**src/sv/timer_deadline_queue_top_assert.svh**
```systemverilog
// Assertion macros for the timer deadline queue.
`ifndef TIMER_DEADLINE_QUEUE_TOP_ASSERT_SVH
`define TIMER_DEADLINE_QUEUE_TOP_ASSERT_SVH

// Check that a condition implies a consequence in the same cycle.
`define TDQ_ASSERT_IMPL(label, cond, cons) \
  label: assert property (@(posedge clk) disable iff (rst) (cond) |-> (cons)) \
    else $error("tdq check failed");

// Check that a condition implies a consequence in the next cycle.
`define TDQ_ASSERT_NEXT(label, cond, cons) \
  label: assert property (@(posedge clk) disable iff (rst) (cond) |=> (cons)) \
    else $error("tdq check failed");

`endif

```
**src/sv/tdq_pkg.sv**
```systemverilog
// Package with types, codes and constants for the timer deadline queue.
package tdq_pkg;

  localparam int NUM_TIMERS_DEF = 16;

  typedef enum logic [2:0] {
    OP_TICK   = 3'd0,
    OP_ARM_AB = 3'd1,
    OP_ARM_RE = 3'd2,
    OP_CANCEL = 3'd3,
    OP_SET    = 3'd4
  } op_t;

  typedef struct packed {
    logic [2:0]  opcode;
    logic [3:0]  timer_id;
    logic [31:0] time_value;
    logic [31:0] period;
  } in_item_t;

  typedef struct packed {
    logic [3:0]  slot_out;
    logic        fired;
    logic        status;
    logic [31:0] tick_now;
    logic        last;
  } out_item_t;

  typedef enum logic [3:0] {
    ST_IDLE,
    ST_DECODE,
    ST_FIND,
    ST_SHIFT_DN,
    ST_SCAN,
    ST_SHIFT_UP,
    ST_PLACE,
    ST_TICK_HEAD,
    ST_TICK_RELOAD,
    ST_EMIT,
    ST_WAIT
  } state_t;

  // Wrap-aware: a is after b when bit 31 of (b - a) is set.
  function automatic logic is_after(logic [31:0] a, logic [31:0] b);
    logic [31:0] d;
    d = b - a;
    return d[31];
  endfunction

endpackage

```
**src/sv/tdq_ram.sv**
```systemverilog
// Generic single-port-write, single-port-read RAM with registered read.
module tdq_ram #(
  parameter int WIDTH = 32,
  parameter int DEPTH = 16
) (
  input  logic                     clk,
  input  logic                     we,
  input  logic [$clog2(DEPTH)-1:0] waddr,
  input  logic [WIDTH-1:0]         wdata,
  input  logic [$clog2(DEPTH)-1:0] raddr,
  output logic [WIDTH-1:0]         rdata
);

  logic [WIDTH-1:0] mem [DEPTH];

  // Write and registered read
  always_ff @(posedge clk) begin
    if (we) begin
      mem[waddr] <= wdata;
    end
    rdata <= mem[raddr];
  end

endmodule

```
**src/sv/timer_deadline_queue_top.sv**
```systemverilog
// Top level of the timer deadline queue: sequencer, list, slot memories.
//
// Channel | Signals                     | Transfer
// in      | in_valid, in_ready, in_item | in_valid && in_ready
// out     | out_valid, out_ready, out   | out_valid && out_ready
//
// One item at a time. Arm, cancel and tick walk the list one entry at a
// time, reading deadlines from the deadline memory for the ordered insert.
// Reset (rst, synchronous) empties the list and clears the tick counter.
// Each result waits in the output register until taken; no item is accepted
// until the last result of the current one has been transferred.
module timer_deadline_queue_top #(
  parameter int NUM_TIMERS = tdq_pkg::NUM_TIMERS_DEF
) (
  input  logic              clk,
  input  logic              rst,
  input  logic              in_valid,
  output logic              in_ready,
  input  tdq_pkg::in_item_t in_item,
  output logic              out_valid,
  input  logic              out_ready,
  output tdq_pkg::out_item_t out
);

  localparam int IW = $clog2(NUM_TIMERS);
  localparam int LW = $clog2(NUM_TIMERS + 1);

  tdq_pkg::state_t state, state_next;

  logic [31:0] tick_count, tick_count_next;
  logic [NUM_TIMERS-1:0] linked, linked_next;
  logic [IW-1:0] order_list [NUM_TIMERS];
  logic [LW-1:0] list_length, list_length_next;
  tdq_pkg::in_item_t cur, cur_next;
  logic [IW-1:0] slot, slot_next;
  logic [LW-1:0] pos, pos_next;
  logic [31:0] new_dl, new_dl_next;
  logic [LW-1:0] fire_cnt, fire_cnt_next;
  logic do_insert, do_insert_next;
  tdq_pkg::out_item_t out_next;
  logic out_valid_next;

  // List write port
  logic          lw_en;
  logic [IW-1:0] lw_addr;
  logic [IW-1:0] lw_data;

  // Deadline and period memories
  logic          dl_we, per_we;
  logic [IW-1:0] dl_waddr, dl_raddr, per_raddr;
  logic [31:0]   dl_wdata, dl_rdata, per_rdata;
  logic          rd_pend, rd_pend_next;

  logic in_range;
  logic [IW-1:0] pos_ix;

  tdq_ram #(.WIDTH(32), .DEPTH(NUM_TIMERS)) u_dl (
    .clk(clk), .we(dl_we), .waddr(dl_waddr), .wdata(dl_wdata),
    .raddr(dl_raddr), .rdata(dl_rdata)
  );

  tdq_ram #(.WIDTH(32), .DEPTH(NUM_TIMERS)) u_per (
    .clk(clk), .we(per_we), .waddr(dl_waddr), .wdata(cur.period),
    .raddr(per_raddr), .rdata(per_rdata)
  );

  assign in_ready = (state == tdq_pkg::ST_IDLE) && !out_valid;
  assign in_range = ({28'd0, cur.timer_id} < 32'(NUM_TIMERS));
  assign pos_ix   = pos[IW-1:0];

  // State and control registers
  always_ff @(posedge clk) begin
    if (rst) begin
      state       <= tdq_pkg::ST_IDLE;
      tick_count  <= '0;
      linked      <= '0;
      list_length <= '0;
      out_valid   <= 1'b0;
    end else begin
      state       <= state_next;
      tick_count  <= tick_count_next;
      linked      <= linked_next;
      list_length <= list_length_next;
      out_valid   <= out_valid_next;
    end
  end

  // Payload registers
  always_ff @(posedge clk) begin
    cur       <= cur_next;
    slot      <= slot_next;
    pos       <= pos_next;
    new_dl    <= new_dl_next;
    fire_cnt  <= fire_cnt_next;
    do_insert <= do_insert_next;
    rd_pend   <= rd_pend_next;
    out       <= out_next;
    if (lw_en) begin
      order_list[lw_addr] <= lw_data;
    end
  end

  // Sequencer
  always_comb begin
    state_next       = state;
    tick_count_next  = tick_count;
    linked_next      = linked;
    list_length_next = list_length;
    cur_next         = cur;
    slot_next        = slot;
    pos_next         = pos;
    new_dl_next      = new_dl;
    fire_cnt_next    = fire_cnt;
    do_insert_next   = do_insert;
    rd_pend_next     = 1'b0;
    out_next         = out;
    out_valid_next   = out_valid;
    lw_en            = 1'b0;
    lw_addr          = pos_ix;
    lw_data          = slot;
    dl_we            = 1'b0;
    per_we           = 1'b0;
    dl_waddr         = slot;
    dl_wdata         = new_dl;
    dl_raddr         = order_list[pos_ix];
    per_raddr        = slot;

    if (out_valid && out_ready) begin
      out_valid_next = 1'b0;
    end

    unique case (state)
      tdq_pkg::ST_IDLE: begin
        if (in_valid && in_ready) begin
          cur_next      = in_item;
          fire_cnt_next = '0;
          state_next    = tdq_pkg::ST_DECODE;
        end
      end

      tdq_pkg::ST_DECODE: begin
        slot_next      = IW'(cur.timer_id);
        pos_next       = '0;
        do_insert_next = 1'b0;
        unique case (cur.opcode)
          tdq_pkg::OP_TICK: begin
            tick_count_next = tick_count + 32'd1;
            state_next      = tdq_pkg::ST_TICK_HEAD;
          end
          tdq_pkg::OP_ARM_AB, tdq_pkg::OP_ARM_RE: begin
            out_next = '{slot_out: cur.timer_id, fired: 1'b0, status: 1'b0,
                         tick_now: tick_count, last: 1'b1};
            if (in_range) begin
              new_dl_next = (cur.opcode == tdq_pkg::OP_ARM_AB) ? cur.time_value
                            : tick_count + cur.time_value;
              do_insert_next = 1'b1;
              state_next = tdq_pkg::ST_FIND;
            end else begin
              state_next = tdq_pkg::ST_EMIT;
            end
          end
          tdq_pkg::OP_CANCEL: begin
            out_next = '{slot_out: cur.timer_id, fired: 1'b0, status: 1'b1,
                         tick_now: tick_count, last: 1'b1};
            if (in_range && linked[IW'(cur.timer_id)]) begin
              out_next.status = 1'b0;
              state_next = tdq_pkg::ST_FIND;
            end else begin
              state_next = tdq_pkg::ST_EMIT;
            end
          end
          tdq_pkg::OP_SET: begin
            out_next = '{slot_out: 4'd0, fired: 1'b0, status: 1'b0,
                         tick_now: tick_count, last: 1'b1};
            tick_count_next = cur.time_value;
            state_next = tdq_pkg::ST_EMIT;
          end
          default: begin
            out_next = '{slot_out: 4'd0, fired: 1'b0, status: 1'b0,
                         tick_now: tick_count, last: 1'b1};
            state_next = tdq_pkg::ST_EMIT;
          end
        endcase
      end

      // Walk to the slot's list position (skipped if not linked)
      tdq_pkg::ST_FIND: begin
        if (!linked[slot] || pos >= list_length) begin
          pos_next   = '0;
          state_next = do_insert ? tdq_pkg::ST_SCAN : tdq_pkg::ST_EMIT;
          if (do_insert) begin
            dl_we  = 1'b1;
            per_we = (cur.opcode != tdq_pkg::OP_TICK);
          end
        end else if (order_list[pos_ix] == slot) begin
          state_next = tdq_pkg::ST_SHIFT_DN;
        end else begin
          pos_next = pos + 1'b1;
        end
      end

      // Close the gap one entry per cycle
      tdq_pkg::ST_SHIFT_DN: begin
        if (LW'(pos + 1'b1) < list_length) begin
          lw_en    = 1'b1;
          lw_data  = order_list[IW'(pos + 1'b1)];
          pos_next = pos + 1'b1;
        end else begin
          list_length_next    = list_length - 1'b1;
          linked_next[slot]   = 1'b0;
          pos_next            = '0;
          state_next = do_insert ? tdq_pkg::ST_SCAN : tdq_pkg::ST_EMIT;
          if (do_insert) begin
            dl_we  = 1'b1;
            per_we = (cur.opcode != tdq_pkg::OP_TICK);
          end
        end
      end

      // Find the first entry whose deadline is after the new one
      tdq_pkg::ST_SCAN: begin
        if (pos >= list_length) begin
          state_next = tdq_pkg::ST_SHIFT_UP;
          pos_next   = list_length;
        end else if (!rd_pend) begin
          rd_pend_next = 1'b1;
        end else if (tdq_pkg::is_after(dl_rdata, new_dl)) begin
          state_next = tdq_pkg::ST_SHIFT_UP;
          slot_next  = slot;
          new_dl_next = new_dl;
          pos_next   = list_length;
          // remember insertion point in fire_cnt-free register: reuse new_dl
          new_dl_next = {{(32-LW){1'b0}}, pos};
        end else begin
          pos_next = pos + 1'b1;
        end
        if (state_next == tdq_pkg::ST_SHIFT_UP && pos >= list_length) begin
          new_dl_next = {{(32-LW){1'b0}}, list_length};
        end
      end

      // Open a gap from the tail down to the insertion point
      tdq_pkg::ST_SHIFT_UP: begin
        if (pos > new_dl[LW-1:0]) begin
          lw_en    = 1'b1;
          lw_data  = order_list[IW'(pos - 1'b1)];
          pos_next = pos - 1'b1;
        end else begin
          state_next = tdq_pkg::ST_PLACE;
        end
      end

      tdq_pkg::ST_PLACE: begin
        lw_en             = 1'b1;
        lw_data           = slot;
        list_length_next  = list_length + 1'b1;
        linked_next[slot] = 1'b1;
        state_next        = tdq_pkg::ST_EMIT;
      end

      // Check the head for due
      tdq_pkg::ST_TICK_HEAD: begin
        dl_raddr = order_list[0];
        if (!out_valid || out_ready) begin
          if (list_length == '0 || fire_cnt == LW'(NUM_TIMERS)) begin
            state_next = tdq_pkg::ST_WAIT;
          end else if (!rd_pend) begin
            rd_pend_next = 1'b1;
          end else if (!tdq_pkg::is_after(dl_rdata, tick_count) ||
                       dl_rdata == tick_count) begin
            slot_next   = order_list[0];
            new_dl_next = dl_rdata;
            state_next  = tdq_pkg::ST_TICK_RELOAD;
            rd_pend_next = 1'b0;
            // Release the held firing, another one follows
            if (fire_cnt != '0) begin
              out_valid_next = 1'b1;
            end
          end else begin
            state_next = tdq_pkg::ST_WAIT;
          end
        end
      end

      // Read the period, hold the firing, then unlink and, for a nonzero period, reinsert
      tdq_pkg::ST_TICK_RELOAD: begin
        if (!rd_pend) begin
          rd_pend_next = 1'b1;
        end else if (!out_valid || out_ready) begin
          do_insert_next = (per_rdata != 32'd0);
          new_dl_next    = new_dl + per_rdata;
          pos_next       = '0;
          fire_cnt_next  = fire_cnt + 1'b1;
          out_next = '{slot_out: 4'(slot), fired: 1'b1, status: 1'b0,
                       tick_now: tick_count, last: 1'b0};
          state_next = tdq_pkg::ST_FIND;
        end
      end

      // Hand a result to the output register, or go back to the head check in a tick
      tdq_pkg::ST_EMIT: begin
        if (cur.opcode == tdq_pkg::OP_TICK) begin
          state_next = tdq_pkg::ST_TICK_HEAD;
        end else if (!out_valid || out_ready) begin
          out_valid_next = 1'b1;
          state_next     = tdq_pkg::ST_IDLE;
        end
      end

      // Finish a tick: flush the held firing as last, or report none
      tdq_pkg::ST_WAIT: begin
        if (!out_valid || out_ready) begin
          if (fire_cnt == '0) begin
            out_next = '{slot_out: 4'd0, fired: 1'b0, status: 1'b0,
                         tick_now: tick_count, last: 1'b1};
          end else begin
            out_next.last = 1'b1;
          end
          out_valid_next = 1'b1;
          state_next     = tdq_pkg::ST_IDLE;
        end
      end

      default: state_next = tdq_pkg::ST_IDLE;
    endcase
  end

  `include "timer_deadline_queue_top_assert.svh"

  `TDQ_ASSERT_IMPL(a_len_bound, 1'b1, list_length <= LW'(NUM_TIMERS))
  `TDQ_ASSERT_IMPL(a_link_count, state == tdq_pkg::ST_IDLE,
                   LW'($countones(linked)) == list_length)
  `TDQ_ASSERT_NEXT(a_out_hold, out_valid && !out_ready, out_valid && $stable(out))

endmodule
```
**config.mk**
```make
export PLATFORM = sky130hd
export DESIGN_NAME = timer_deadline_queue_top
export DESIGN_NICKNAME = d
export VERILOG_FILES = /design/src/sv/tdq_pkg.sv /design/src/sv/tdq_ram.sv /design/src/sv/timer_deadline_queue_top.sv
export VERILOG_INCLUDE_DIRS = /design/src /design/src/sv
export SDC_FILE = /design/constraint.sdc
export NUM_CORES = 2
export LEC_CHECK = 0
export BUFFER_PORTS_ARGS = -buffer_cell sky130_fd_sc_hd__buf_2
export CAP_MARGIN = 20
export CORE_AREA = 5 5 348 350
export DETAILED_ROUTE_END_ITERATION = 6
export DIE_AREA = 0 0 353 355
export PLACE_DENSITY_LB_ADDON = 0.05
export SLEW_MARGIN = 15
export SYNTH_ARGS = -nofsm -noshare
export SYNTH_HDL_FRONTEND = slang
export SYNTH_HIERARCHICAL = 1
export SYNTH_SLANG_ARGS = --single-unit
```
**constraint.sdc**
```tcl
create_clock -name clk -period 13.2 [get_ports clk]
set_input_delay 1.32 -clock clk [delete_from_list [all_inputs] [get_ports clk]]
set_output_delay 1.32 -clock clk [all_outputs]
set_load 0.02 [all_outputs]
```
==> impl_metrics.json <==
{
  "status": "finished clean",
  "overflow": 0,
  "yosysWarnings": 6,
  "syn_avg_cell_area_um2": 16.98,
  "holdPathStages": 1,
  "die_area_mm2": 0.1253,
  "cts_tree": "built",
  "worstPathRequired_ns": 13.57,
  "clk_path_buf_depth": 3,
  "insertion_delay_ns": 0.77,
  "p_leak_nw": 22.04,
  "synth_area_leaders": "edfxtp_1 64%, mux4_2 12%, dfxtp_1 4.4%",
  "postCtsHoldBufs": 0,
  "cap_viol_max_count": 0,
  "ys_seq_area_frac": 0.6838,
  "critical_path_class": "reg -> reg",
  "cts_sinks": 1372,
  "reg2reg_to": "u_per/mem[3][9]",
  "hp-class": "reg -> reg",
  "r2r_slack_ns": 7.66,
  "synth-seq-cells": 1372,
  "end_kind": "flip-flop",
  "initial_utilization": 0.4971,
  "arrival_ns": 5.91,
  "h-tree-depth": 4,
  "post-route-min-period_ns": 5.538,
  "netlist_instances": 3438,
  "ys_top_cells_by_count": "1245 x edfxtp_1, 309 x mux4_2, 199 x nand2_1",
  "clkTransAtPathRegs_ns": 0.06,
  "antenna_found_initial": 4,
  "ioPinCount": 116,
  "dp_hpwl_mm": 98.19,
  "max-vdd-ir-drop_mv": 0.2942,
  "placeableCoreArea_mm2": 0.1175,
  "rsz0062_at_grt": "false",
  "synth-async-reset-ratio": 0,
  "drt_first_iter_violations": 3133,
  "ys.flop_type": "edfxtp_1",
  "setup-tns-final_ns": 0,
  "drc": 0,
  "relSlewSlack": 0.2432,
  "via_count": 32900,
  "drive_gt1_frac": 0.2076,
  "seq_power_share": 0.409,
  "synth_cell_types": 90,
  "gp_congestion": 0.9145,
  "fin_crit_sh": 0.4195,
  "wl_per_cell_um": 28.96,
  "setup_violations": 0,
  "cts_resized": 0,
  "root_buffer": "clkbuf_16",
  "viasPerCell": 6.251,
  "switching_power_mw": 5.687,
  "final_util": 0.5606,
  "internal_power_mw": 10.16,
  "synth_most_common_cell": "edfxtp_1",
  "slew_viol_final": 0,
  "syn-cell-area_mm2": 0.05839,
  "num_rows": 126,
  "critPathMaxFanout": 32,
  "first_pass_iters": 6,
  "nets": 3831,
  "rr_worst_depth": 12,
  "netlist.top_cell.by_area": "edfxtp_1",
  "cts_inserted_buffers": 145,
  "comb_power_share": 0.341,
  "synth_nets": 3664,
  "start_kind": "flip-flop",
  "grt_pass1_vias": 33440,
  "grt_pass1_wl_mm": 224.7,
  "die_x_um": 353,
  "ant_nets": 0,
  "port_buffers": 115,
  "swShare": 0.3588,
  "timing.rr.start": "pos[0]",
  "min_from": "rd_pend",
  "synth-edff-count": 1245,
  "p_clk_frac": 0.250,
  "grt_max_degree": 166,
  "synth_top_area_share": 0.6403,
  "max_freq_ghz": 0.1806,
  "grt_usage": 0.2426,
  "hold_violations": 0,
  "postCtsSetupRepairBufs": 0,
  "cellPowerDensity_mw_per_mm2": 240.7,
  "tightest_slew_ns": 1.133,
  "wirelength_mm": 152.4,
  "areaGrowthSynthToFinish_pct": 12.77,
  "die_h_um": 355,
  "finClkSkew_ns": 0.02192,
  "hold_end": "rd_pend"
}
-- area by class of cell --
type / count / area [µm²]
tap: 1536 / 1922
fill: 9066 / 51600
sequential: 1372 / 39930
inverter: 72 / 270.3
timing repair buffer: 184 / 1306
clock buffer: 206 / 4066
antenna: 3 / 7.507
clock inverter: 60 / 580.6
multi-input combinational: 1830 / 17760
-- cells by family (layout without fill, tap and decap cells) --
family / after synthesis / in the layout / share of synthesized area
AND/OR/NAND/NOR: 643 / 643 / 0.05340
flip-flops: 1372 / 1372 / 0.6838
AO/OA/AOI/OAI: 600 / 600 / 0.06996
buffers and inverters: 236 / 522 / 0.01734
XOR/XNOR: 75 / 75 / 0.01125
other: 0 / 3 / 0
multiplexers: 361 / 361 / 0.1315
adder cells (fa/ha/maj): 151 / 151 / 0.03274
-- layer usage --
layer | routed length, µm | vias to the layer above | part of all wire | track usage
li1 | - | 14310 | - | -
met1 | 63440 | 17140 | 0.42 | 0.3344
met2 | 74300 | 1197 | 0.49 | 0.3982
met3 | 10070 | 247 | 0.066 | 0.04372
met4 | 4603 | 2 | 0.030 | 0.07771
met5 | 11 | - | 0.000072 | 0
-- registers in the layout (all words and copies together), names as in the netlist, named ones only --
signal,cells
cur,71
dl_waddr,4
dl_wdata,32
do_insert,1
fire_cnt,5
list_length,5
order_list,64
out,39
out_valid,1
pos,5
rd_pend,1
state,4
tick_count,32
u_dl/mem,512
u_dl/rdata,32
u_per/mem,512
u_per/rdata,32
-- through the flow --
| step | area, µm² | hold slack (ns) | total power [mW] | setup WS (ns) | std cells |
|---|---|---|---|---|---|
| floorplan | 58390 | 0.4418 | 9.957 | 4.425 | 3438 |
| global placement | 60910 | 0.4795 | 11.88 | 7.680 | 4980 |
| detailed placement | 61090 | 0.4872 | 11.98 | 7.578 | 4990 |
| CTS | 65740 | 0.4987 | 15.97 | 7.585 | 5256 |
| global route | 65840 | 0.5309 | 16.64 | 7.341 | 5260 |
| finish | 65850 | 0.5004 | 15.85 | 7.662 | 5263 |
-- cell usage in the layout, fill, tap and decap left out, types with 11 or more instances in the layout --
| master | synthesis | routed |
|---|---|---|
| nand4_1 | 29 | 29 |
| a211oi_1 | 27 | 27 |
| buf_4 | 19 | 52 |
| a221oi_1 | 11 | 11 |
| nand2b_1 | 21 | 21 |
| nor2_1 | 160 | 132 |
| dfxtp_1 | 127 | 127 |
| clkbuf_16 | 0 | 152 |
| nand3_1 | 48 | 48 |
| a31oi_1 | 15 | 15 |
| ha_1 | 148 | 148 |
| a22oi_1 | 140 | 140 |
| edfxtp_1 | 1245 | 1245 |
| nor3_2 | 4 | 12 |
| nand2_1 | 199 | 197 |
| nor4_1 | 20 | 19 |
| nor2b_1 | 24 | 20 |
| clkinv_1 | 0 | 14 |
| o21ai_0 | 97 | 97 |
| o21bai_1 | 12 | 12 |
| clkinv_2 | 0 | 27 |
| buf_2 | 23 | 116 |
| mux2i_1 | 38 | 38 |
| o211ai_1 | 18 | 18 |
| xnor2_1 | 47 | 47 |
| inv_1 | 72 | 72 |
| a21o_1 | 40 | 40 |
| a21oi_1 | 124 | 124 |
| and3_1 | 14 | 14 |
| buf_12 | 0 | 14 |
| nor3_1 | 40 | 31 |
| mux4_2 | 309 | 309 |
| mux4_1 | 12 | 12 |
| nor2_4 | 0 | 26 |
| xor2_1 | 28 | 28 |
| o21a_1 | 17 | 17 |
| and2_1 | 28 | 27 |
| clkbuf_1 | 93 | 48 |
-- critical path: stages, from the launching register on --
cell,delay (ns)
edfxtp_1,0.32
buf_4,0.44
inv_1,0.47
ha_1,0.44
ha_1,0.27
nor2b_1,0.12
o21a_1,0.13
o21a_1,0.12
o21ai_0,0.14
a31oi_1,0.72
nor2b_1,0.45
or3b_2,0.61
nor2_4,0.88
-- power groups by stage --
stage | registers (mW) | logic [mW] | clock network, mW
CTS | 6.50 | 5.41 | 4.05
finish | 6.48 | 5.40 | 3.97
global placement | 6.55 | 5.33 | 0
detailed placement | 6.59 | 5.39 | 0
global route | 6.54 | 5.86 | 4.24
floorplan | 6.09 | 3.86 | 0
-- how the worst max path moves through the flow --
| stage | from | end |
|---|---|---|
| after floorplan | in_valid | cur[0] |
| after global placement | pos[0] | u_per/mem[2][8] |
| after detailed placement | dl_waddr[0] | u_per/mem[3][9] |
| after CTS | dl_waddr[0] | u_per/mem[3][9] |
| after global routing | pos[0] | u_per/mem[1][9] |
| final | pos[0] | u_per/mem[3][9] |
Note: power is estimated with default switching activity, not from simulation.
